===== config.mk =====
export PLATFORM = sky130hd
export DESIGN_NAME = key_matrix_scan_debounce
export DESIGN_NICKNAME = d
export VERILOG_FILES = /design/src/kmsd_pkg.sv /design/src/key_matrix_scan_debounce.sv /design/src/kmsd_scan.sv /design/src/kmsd_debounce.sv
export SDC_FILE = /design/constraint.sdc
export NUM_CORES = 1
export LEC_CHECK = 0
export BUFFER_PORTS_ARGS = -buffer_cell sky130_fd_sc_hd__buf_4
export CORE_MARGIN = 3
export CORE_UTILIZATION = 45
export CTS_BUF_LIST = sky130_fd_sc_hd__clkbuf_4 sky130_fd_sc_hd__clkbuf_8
export CTS_CLUSTER_SIZE = 12
export DETAILED_ROUTE_END_ITERATION = 8
export PLACE_DENSITY = 0.72
export SYNTH_ARGS = -nofsm -noshare
export SYNTH_HDL_FRONTEND = slang
export SYNTH_SLANG_ARGS = --single-unit

===== constraint.sdc =====
create_clock -name clk -period 3.3 [get_ports clk]
set_input_delay 0.825 -clock clk [delete_from_list [all_inputs] [get_ports clk]]
set_output_delay 0.825 -clock clk [all_outputs]
set_load 0.01 [all_outputs]

===== src/kmsd_pkg.sv =====
// shared constants, types and helper functions for the key matrix scanner
`timescale 1ns / 1ps

package kmsd_pkg;

    localparam int ROWS       = 4;
    localparam int COLS       = 4;
    localparam int COL_BITS   = 4;
    localparam int MASK_BITS  = 16;
    localparam int DRIVE_BITS = 4;
    localparam int COUNT_W    = 4;
    localparam int ROW_W      = (ROWS > 1) ? $clog2(ROWS) : 1;
    localparam int COLS_USED  = (COLS < COL_BITS) ? COLS : COL_BITS;

    localparam int S_TDATA_W  = ((COL_BITS + 7) / 8) * 8;
    localparam int M_FIELD_W  = DRIVE_BITS + MASK_BITS;
    localparam int M_TDATA_W  = ((M_FIELD_W + 7) / 8) * 8;

    localparam logic [COUNT_W-1:0] MATCH_SCANS_RESET = COUNT_W'(2);

    typedef logic [ROW_W-1:0]      row_idx_t;
    typedef logic [MASK_BITS-1:0]  key_mask_t;
    typedef logic [COL_BITS-1:0]   col_levels_t;
    typedef logic [DRIVE_BITS-1:0] row_drive_t;
    typedef logic [COUNT_W-1:0]    count_t;

    typedef struct packed {
        key_mask_t  raw_mask;
        logic       done;
        row_drive_t row_drive;
    } scan_res_t;

    // pressed keys of the driven row placed at bit row*COLS+col
    function automatic key_mask_t row_bits(row_idx_t row, col_levels_t levels);
        key_mask_t bits;
        bits = '0;
        for (int r = 0; r < ROWS; r++)
        begin
            for (int c = 0; c < COLS_USED; c++)
            begin
                if ((r * COLS + c) < MASK_BITS)
                begin
                    if ((row == ROW_W'(r)) && !levels[c])
                        bits[r * COLS + c] = 1'b1;
                end
            end
        end
        return bits;
    endfunction

    // active-low drive, all ones when the row has no drive bit
    function automatic row_drive_t drive_for(row_idx_t row);
        row_drive_t d;
        d = '1;
        for (int r = 0; r < DRIVE_BITS; r++)
        begin
            if ((r < ROWS) && (row == ROW_W'(r)))
                d[r] = 1'b0;
        end
        return d;
    endfunction

endpackage


===== src/key_matrix_scan_debounce.sv =====
// top level: input register, scan and debounce logic, result register
// throughput: one request per cycle while m_axis_tready holds, set by the single-pass scan and compare logic
// a waiting result holds one more request in the input register, then tready drops
// reset: asynchronous active low, first row, all scan and debounce masks and the match count clear
// reset: sample count register returns to 2
`timescale 1ns / 1ps

module key_matrix_scan_debounce
(
    input  logic                           clk,
    input  logic                           rst_n,
    input  logic                           cfg_valid,
    output logic                           cfg_ready,
    input  logic [kmsd_pkg::COUNT_W-1:0]   cfg_data,      // required matching scans
    input  logic                           s_axis_tvalid,
    output logic                           s_axis_tready,
    input  logic [kmsd_pkg::S_TDATA_W-1:0] s_axis_tdata,  // col_levels, zero pad
    output logic                           m_axis_tvalid,
    input  logic                           m_axis_tready,
    output logic [kmsd_pkg::M_TDATA_W-1:0] m_axis_tdata,  // row_drive, stable_keys, zero pad
    output logic                           m_axis_tlast   // scan_complete
);

    kmsd_pkg::count_t      samples_reg;
    logic                  in_valid_reg;
    kmsd_pkg::col_levels_t in_levels_reg;
    logic                  out_valid_reg;
    logic                  out_valid_next;
    kmsd_pkg::row_drive_t  out_drive_reg;
    kmsd_pkg::key_mask_t   out_stable_reg;
    logic                  out_last_reg;
    logic                  advance;
    kmsd_pkg::scan_res_t   scan_res;
    kmsd_pkg::key_mask_t   stable_cur;
    kmsd_pkg::key_mask_t   stable_out;

    assign cfg_ready     = 1'b1;
    assign advance       = in_valid_reg && (!out_valid_reg || m_axis_tready);
    assign s_axis_tready = !in_valid_reg || advance;

    always_ff @(posedge clk or negedge rst_n)
    begin
        if (!rst_n)
            samples_reg <= kmsd_pkg::MATCH_SCANS_RESET;
        else if (cfg_valid && cfg_ready)
            samples_reg <= cfg_data;
    end

    always_ff @(posedge clk or negedge rst_n)
    begin
        if (!rst_n)
            in_valid_reg <= 1'b0;
        else if (s_axis_tready)
            in_valid_reg <= s_axis_tvalid;
    end

    always_ff @(posedge clk)
    begin
        if (s_axis_tvalid && s_axis_tready)
            in_levels_reg <= s_axis_tdata[kmsd_pkg::COL_BITS-1:0];
    end

    kmsd_scan u_scan
    (
        .clk        (clk),
        .rst_n      (rst_n),
        .step_en    (advance),
        .col_levels (in_levels_reg),
        .scan_res   (scan_res)
    );

    kmsd_debounce u_debounce
    (
        .clk        (clk),
        .rst_n      (rst_n),
        .step_en    (advance),
        .scan_res   (scan_res),
        .samples    (samples_reg),
        .stable_cur (stable_cur),
        .stable_out (stable_out)
    );

    always_comb
    begin
        out_valid_next = out_valid_reg;
        if (advance)
            out_valid_next = 1'b1;
        else if (m_axis_tready)
            out_valid_next = 1'b0;
    end

    always_ff @(posedge clk or negedge rst_n)
    begin
        if (!rst_n)
            out_valid_reg <= 1'b0;
        else
            out_valid_reg <= out_valid_next;
    end

    always_ff @(posedge clk)
    begin
        if (advance)
        begin
            out_drive_reg  <= scan_res.row_drive;
            out_stable_reg <= stable_out;
            out_last_reg   <= scan_res.done;
        end
    end

    assign m_axis_tvalid = out_valid_reg;
    assign m_axis_tlast  = out_last_reg;
    assign m_axis_tdata  = kmsd_pkg::M_TDATA_W'({out_stable_reg, out_drive_reg});

    // a completed scan always hands back the first row's drive
    a_last_drives_first_row: assert property (@(posedge clk) disable iff (!rst_n)
        (m_axis_tvalid && m_axis_tlast) |-> (out_drive_reg == kmsd_pkg::drive_for('0)))
        else $error("scan_complete without first row drive");

    // the held result always matches the debounced mask
    a_result_tracks_stable: assert property (@(posedge clk) disable iff (!rst_n)
        m_axis_tvalid |-> (out_stable_reg == stable_cur))
        else $error("result stable mask out of step with debounce state");

    // stable mask moves only on a request that ends a scan
    a_stable_only_on_scan: assert property (@(posedge clk) disable iff (!rst_n)
        (advance && !scan_res.done) |=> $stable(stable_cur))
        else $error("stable mask changed mid-scan");

    // the input stage is open whenever it is empty
    a_empty_stage_ready: assert property (@(posedge clk) disable iff (!rst_n)
        !in_valid_reg |-> s_axis_tready)
        else $error("empty input stage not ready");

endmodule


===== src/kmsd_scan.sv =====
// row sequencer and raw mask accumulation
`timescale 1ns / 1ps

module kmsd_scan
(
    input  logic                    clk,
    input  logic                    rst_n,
    input  logic                    step_en,
    input  kmsd_pkg::col_levels_t   col_levels,
    output kmsd_pkg::scan_res_t     scan_res
);

    kmsd_pkg::row_idx_t  row_reg;
    kmsd_pkg::row_idx_t  row_next;
    kmsd_pkg::key_mask_t partial_reg;
    kmsd_pkg::key_mask_t partial_next;
    kmsd_pkg::key_mask_t mask_now;
    logic                last_row;

    always_comb
    begin
        mask_now = partial_reg | kmsd_pkg::row_bits(row_reg, col_levels);
        last_row = (row_reg == kmsd_pkg::ROW_W'(kmsd_pkg::ROWS - 1));
        if (last_row)
        begin
            row_next     = '0;
            partial_next = '0;
        end
        else
        begin
            row_next     = row_reg + kmsd_pkg::ROW_W'(1);
            partial_next = mask_now;
        end
        scan_res.raw_mask  = mask_now;
        scan_res.done      = last_row;
        scan_res.row_drive = kmsd_pkg::drive_for(row_next);
    end

    always_ff @(posedge clk or negedge rst_n)
    begin
        if (!rst_n)
        begin
            row_reg     <= '0;
            partial_reg <= '0;
        end
        else if (step_en)
        begin
            row_reg     <= row_next;
            partial_reg <= partial_next;
        end
    end

endmodule


===== src/kmsd_debounce.sv =====
// scan-to-scan match counter and stable mask
`timescale 1ns / 1ps

module kmsd_debounce
(
    input  logic                  clk,
    input  logic                  rst_n,
    input  logic                  step_en,
    input  kmsd_pkg::scan_res_t   scan_res,
    input  kmsd_pkg::count_t      samples,
    output kmsd_pkg::key_mask_t   stable_cur,
    output kmsd_pkg::key_mask_t   stable_out
);

    kmsd_pkg::key_mask_t prev_reg;
    kmsd_pkg::key_mask_t prev_next;
    kmsd_pkg::count_t    count_reg;
    kmsd_pkg::count_t    count_next;
    kmsd_pkg::key_mask_t stable_reg;
    kmsd_pkg::key_mask_t stable_next;

    always_comb
    begin
        prev_next   = prev_reg;
        count_next  = count_reg;
        stable_next = stable_reg;
        if (scan_res.done)
        begin
            if (scan_res.raw_mask == prev_reg)
            begin
                if (count_reg < samples)
                    count_next = count_reg + kmsd_pkg::COUNT_W'(1);
                if (count_next >= samples)
                    stable_next = scan_res.raw_mask;
            end
            else
            begin
                prev_next  = scan_res.raw_mask;
                count_next = '0;
            end
        end
    end

    always_ff @(posedge clk or negedge rst_n)
    begin
        if (!rst_n)
        begin
            prev_reg   <= '0;
            count_reg  <= '0;
            stable_reg <= '0;
        end
        else if (step_en)
        begin
            prev_reg   <= prev_next;
            count_reg  <= count_next;
            stable_reg <= stable_next;
        end
    end

    assign stable_cur = stable_reg;
    assign stable_out = stable_next;

endmodule


Word level (Yosys, flattened, before mapping)
Cells that the tools add are included.

Order comparisons: 2. Add/subtract/negate cells: 2. Reductions and logical operators: 31. Eq/ne operators: 7. Bitwise logic cells: 2. Muxes and demuxes: 31.

Operators with widths (number): 2-to-1 mux 16 bit (4); 2-to-1 mux 1 bit (22); logical AND 1 bit (18); == test 16 bit (1); 2-to-1 mux 4 bit (4); OR 16 bit (1); == test 2 bit (second input constant) (4); zero test 1 bit (6); adder 4 x 1 -> 4 bit (second input constant) (1); == test 2 x 1 -> 1 bit (second input constant) (2); >= comparator 4 bit (1); zero test 2 bit (2); < comparator 4 bit (1); AND reduction 3 bit (1); adder 2 x 1 -> 2 bit (second input constant) (1); logical OR 1 bit (2); 2-to-1 mux 2 bit (1); AND reduction 2 bit (1); nonzero test 2 bit (1); inverter 1 bit (1).

Flip-flop bits (word level): 85. Word-level logic and storage cells: 87. Output and inout port bits: 28.

Longest topological paths before layout
Depth in word-level cells: 11. Gate-level depth with buffers: 13. Gate-level depth less buffers: 12.

Hierarchy
A second synthesis with hierarchy kept.

Cells, all modules: 296. Area, all modules: 4052.6 um^2.

By module, submodules not included: kmsd_debounce (seq. area each 900.9 um^2, times used 1, cells an instance 161, area an instance 2050.7 um^2); key_matrix_scan_debounce (seq. area each 902.1 um^2, times used 1, cells an instance 48, area an instance 1043.5 um^2); kmsd_scan (seq. area each 450.4 um^2, times used 1, cells an instance 87, area an instance 958.4 um^2).

Worst setup path before layout
No wires, ideal clock.

Path type: register to register. Start point: reg samples_reg[1]. End point: reg out_stable_reg[10], data pin. Cell stages (with the launch flop): 13. Path buffers: 1. Setup time: 0.262 ns. Slack: 0.073 ns. Arrival: 2.965 ns. Cells stage by stage: dfstp_2 > inv_1 > ha_1 > a21oi_1 > o21ai_1 > mux2_2 > ha_1 > a211oi_1 > o21bai_1 > nand4_1 > nor3_4 > buf_6 > mux2_1.

Cells in the longest elaborated chain, start to end: 8.

RTL lines: start, declared (RTL line key_matrix_scan_debounce.sv:24) `kmsd_pkg::count_t samples_reg;`; start signal, assigned (RTL line key_matrix_scan_debounce.sv:44) `samples_reg <= kmsd_pkg::MATCH_SCANS_RESET;`; start signal, assigned (RTL line key_matrix_scan_debounce.sv:46) `samples_reg <= cfg_data;`; < comparator 4 bit (RTL line kmsd_debounce.sv:31) `if (count_reg < samples)`; 2-to-1 mux 4 bit (RTL line kmsd_debounce.sv:31); 2-to-1 mux 4 bit (RTL line kmsd_debounce.sv:29) `if (scan_res.raw_mask == prev_reg)`; 2-to-1 mux 4 bit (RTL line kmsd_debounce.sv:27) `if (scan_res.done)`; >= comparator 4 bit * (RTL line kmsd_debounce.sv:33) `if (count_next >= samples)`; 2-to-1 mux 16 bit * (RTL line kmsd_debounce.sv:33); 2-to-1 mux 16 bit * (RTL line kmsd_debounce.sv:29); 2-to-1 mux 16 bit * (RTL line kmsd_debounce.sv:27); named net stable_out[10] (RTL line key_matrix_scan_debounce.sv:35) `kmsd_pkg::key_mask_t stable_out;`; end signal, assigned (RTL line key_matrix_scan_debounce.sv:105) `out_stable_reg <= stable_out;`; end, declared (RTL line key_matrix_scan_debounce.sv:30) `kmsd_pkg::key_mask_t out_stable_reg;`.

The timed path passes the listed nets; every way through them passes the cells marked *. The select of a mux whose other input is x is not followed. A chain may end at the register's enable or synchronous reset.

Worst setup path after layout
Start point: reg samples_reg[1]. End point: reg out_stable_reg[5], data pin.

Same word-level chain as after synthesis.

==> results <==
- The synthesized area is 0.004006 mm².
- Setup repair after global routing could not meet its margin everywhere.
- The count of buffers inserted at the top-level ports is 35.
- After legalization and detailed placement, the total HPWL measured 5.141 mm.
- For this run, the total global-route usage over all layers was measured as 0.1622.
- For the final database, setup skew stands at 6.692 ps.
- After layout, the minimum clock period comes to 3253 ps.
- Setup violations remaining at the end of the flow were counted as 0.
- Cell internal power was estimated by the tool at 2113 µW.
- The die outline area is 0.01007 mm².
- For this run, the post-layout net count is 411.
- The die is 100.4 µm wide.
- The peak ir drop on the vdd network is 0.3499 mV.
- The per-instance average area after synthesis is 12.18 µm².
- The worst pin sits at a relative slew slack of 0.4864.
- TritonCTS built the clock tree.
- STA classifies the critical path startpoint as a register.
- The clock sink total is 85.
- The share of total power dissipated in sequential elements is 0.441.
- The remaining global-route overflow is 0.
- The number of slew-limit violations in the final report came to 0.
- The capturing element type of the critical path is a register.
- The area of the core is 0.008423 mm².
- Of all nets on the critical path, the largest fanout is 6.
- The number of synthesized register bits is 85.
- The height of the chip is 100.4 µm.
- The effective utilization at floorplan is 0.4756.
- The detailed router placed 2635 vias in this run.
- The final-report hold violation count is 0.
- The tool flagged a number of max-cap violations equal to 0.
- After clock tree synthesis, the flow added hold-fix buffers numbering 0.
- The share of the Yosys chip area taken by registers is 0.5625.
- TritonCTS created 9 clock buffers.
- The area added between synthesis and finish is 18.49%.
- The proportion of total power due to net switching is 0.3490.
- The average wire length per cell after detail routing is 15.96 µm.
- Synthesis produced a netlist whose cell count is 329.
- Entering global routing, the biggest net connects 61 pins.
- The clock group share of total power is 0.225.
- The post-synthesis async set-or-reset flop share is 0.7059.
- For this run, the top clock speed supported by timing is 307.4 MHz.
- The cell leakage power is 0.002265 µW.
- The worst hold path belongs to the class reg -> reg.
- The pre-antenna-repair detailed-routing pass consisted of 4 iterations.
- The clock latency on the worst-skew pair is 350 ps.
- In the final layout, the share of cells above drive strength 1 is 0.2617.
- The number of setup buffers added after CTS is 0.
- The deepest clock path buffer count is 2.
- The clock transition at the registers of the reported paths is 80 ps.
- For the final routed database, the setup TNS stands at 0 ps.
- The cell at the root of the clock tree is sky130_fd_sc_hd__clkbuf_8.
- The power density normalized to cell area is 683.8 mW/mm².
- In this run the cell area measured after placement is 0.004436 mm².
- The via count of the first global-routing pass was 2609.
- In this run, synthesis inferred 25 flip-flops with an integrated enable.
- The net switching component of the power is 1133 µW.
- The top-level port count is 45.
- The transition at the pin with the smallest max-transition slack is 770.5 ps.
- The flow ran to the end, and the final reports show no timing, DRC or antenna violations.
- Dividing the detail-routed via count by the number of cells gives 5.367.
- Of the available clock period, the critical path in the final layout requires 0.9858.
- The critical path is of the reg -> reg type.
- The first global-routing pass estimated 12.70 mm of wire.
- In the synthesized netlist the dominant register cell turns out to be sky130_fd_sc_hd__dfrtp_1.
- The critical path arrival is 3360 ps.
- The initialized floorplan defines 33 standard-cell rows.
- The weighted congestion at the end of routability-driven global placement is 0.8193.
- The number of different library cells used by synthesis comes to 39.
- In the routed design, unresolved DRC markers number 0.
- The proportion of power drawn by combinational gates is 0.334.
- The data required time of the critical path is 3410 ps.
- The final instance area is 0.004747 mm².
- The wire length after detailed routing is 7.837 mm.
- The number of antenna violations at the first check in global routing was 0.
- Yosys printed 0 warnings.
- The violation count after the first detailed-routing iteration is 119.
- The count of nets left with antenna violations after detail routing is 0.
- The number of diodes added for antenna fixing is 0.
- The count of H-tree levels built during CTS is 3.
==> power by group through the flow <==
stage                     registers (µW)  clock network [µW]  logic [µW]
after floorplan                     1440                   0         713
after global placement              1440                   0        1010
after detailed placement            1450                   0        1050
after CTS                           1430                 747        1060
after global routing                1460                 801        1210
final                               1430                 730        1080
==> layout make-up <==
cell class	instances	area, µm²
Clock buffer	10	137.6
Clock inverter	6	62.56
Fill cell	738	3676
Inverter	25	93.84
Multi-Input combinational cell	213	1692
Sequential cell	85	2253
Tap cell	105	131.4
Timing Repair Buffer	47	376.6
==> cell usage after synthesis, types with 2 or more instances <==
library cell / n / area share
sky130_fd_sc_hd__nand3_1: 7 / 0.0087
sky130_fd_sc_hd__and3_1: 7 / 0.011
sky130_fd_sc_hd__ha_1: 13 / 0.041
sky130_fd_sc_hd__nor3_4: 2 / 0.0081
sky130_fd_sc_hd__nand4_1: 4 / 0.0062
sky130_fd_sc_hd__a21oi_1: 17 / 0.021
sky130_fd_sc_hd__buf_6: 2 / 0.0056
sky130_fd_sc_hd__a22o_1: 3 / 0.0066
sky130_fd_sc_hd__nand2b_1: 17 / 0.027
sky130_fd_sc_hd__conb_1: 2 / 0.0019
sky130_fd_sc_hd__a21boi_0: 7 / 0.013
sky130_fd_sc_hd__and2_1: 3 / 0.0047
sky130_fd_sc_hd__nand2_1: 30 / 0.028
sky130_fd_sc_hd__nor4b_1: 5 / 0.011
sky130_fd_sc_hd__and4_1: 2 / 0.0044
sky130_fd_sc_hd__buf_4: 6 / 0.011
sky130_fd_sc_hd__inv_1: 25 / 0.023
sky130_fd_sc_hd__mux2_1: 30 / 0.084
sky130_fd_sc_hd__edfxtp_1: 25 / 0.19
sky130_fd_sc_hd__a21o_1: 4 / 0.0075
sky130_fd_sc_hd__nor2_1: 11 / 0.010
sky130_fd_sc_hd__mux2_2: 20 / 0.056
sky130_fd_sc_hd__dfrtp_1: 59 / 0.37
sky130_fd_sc_hd__o21ai_0: 6 / 0.0075
sky130_fd_sc_hd__xor2_1: 7 / 0.015
sky130_fd_sc_hd__nor4_1: 2 / 0.0031
==> worst paths after layout <==
path | startpoint | to | slack, ps | cells past startpoint
worst max-delay path | samples_reg[1] | out_stable_reg[5] | 50 | 12
worst min-delay path | u_debounce.stable_cur[9] | u_debounce.stable_cur[9] | 490 | 1
worst max register to register | samples_reg[1] | out_stable_reg[5] | 50 | 12
worst min register to register | u_debounce.stable_cur[9] | u_debounce.stable_cur[9] | 490 | 1
max in group asynchronous | rst_n | m_axis_tvalid | 2250 | 1
min in group asynchronous | rst_n | u_debounce.stable_cur[4] | 530 | 1
==> placed cells by master (no fill, tap or decap), drive strengths merged, types with 11 or more instances in the layout <==
master | netlist | final
a21oi | 17 | 17
buf | 8 | 47
dfrtp | 59 | 59
edfxtp | 25 | 25
ha | 13 | 13
inv | 25 | 25
mux2 | 50 | 50
nand2 | 30 | 30
nand2b | 17 | 17
nor2 | 11 | 11
==> worst max-delay path, stage by stage (launching register included) <==
cell	delay, ps
sky130_fd_sc_hd__dfstp_2	530
sky130_fd_sc_hd__inv_2	50
sky130_fd_sc_hd__ha_4	260
sky130_fd_sc_hd__a21oi_2	50
sky130_fd_sc_hd__o21ai_2	200
sky130_fd_sc_hd__mux2_4	340
sky130_fd_sc_hd__ha_1	270
sky130_fd_sc_hd__a211oi_1	60
sky130_fd_sc_hd__o21bai_1	230
sky130_fd_sc_hd__nand4_1	190
sky130_fd_sc_hd__nor3_4	300
sky130_fd_sc_hd__buf_6	200
sky130_fd_sc_hd__mux2_4	320
==> cells by family after synthesis <==
logic type      after synthesis  synth area share
xor+xnor                      7           0.01530
buf+inv                      34           0.04122
simple gates                 94            0.1287
mux                          50            0.1405
other cells                   2          0.001875
fa+ha+maj                    13           0.04060
flops                        85            0.5625
compound gates               44           0.06934
==> repair_timing <==
action	4_1_cts	5_1_grt
gates resized for setup	1	26
endpoints found under the setup margin	11	26
pin swaps	0	5
cloned	0	1
==> per-layer routing <==
layer | routed length [µm] | share of wire | GRT usage
met1 | 3464 | 0.44 | 0.2063
met2 | 3865 | 0.49 | 0.2681
met3 | 441 | 0.056 | 0.05212
met4 | 66 | 0.0084 | 0.04352
met5 | 0 | 0 | 0
==> per-stage QoR <==
stage                     setup slack, ps  std cells  power [µW]  utilization  hold slack [ps]
final                               46.92        491        3246       0.5636            491.5
after global routing               -49.21        491        3473       0.5636            522.8
after CTS                           18.29        490        3236       0.5508            485.6
after detailed placement           -10.15        474        2497       0.5266            466.7
after global placement              18.51        474        2455       0.5266            461.0
after floorplan                     73.16        332        2152            -            450.3
(Power assumes the default switching activity.)
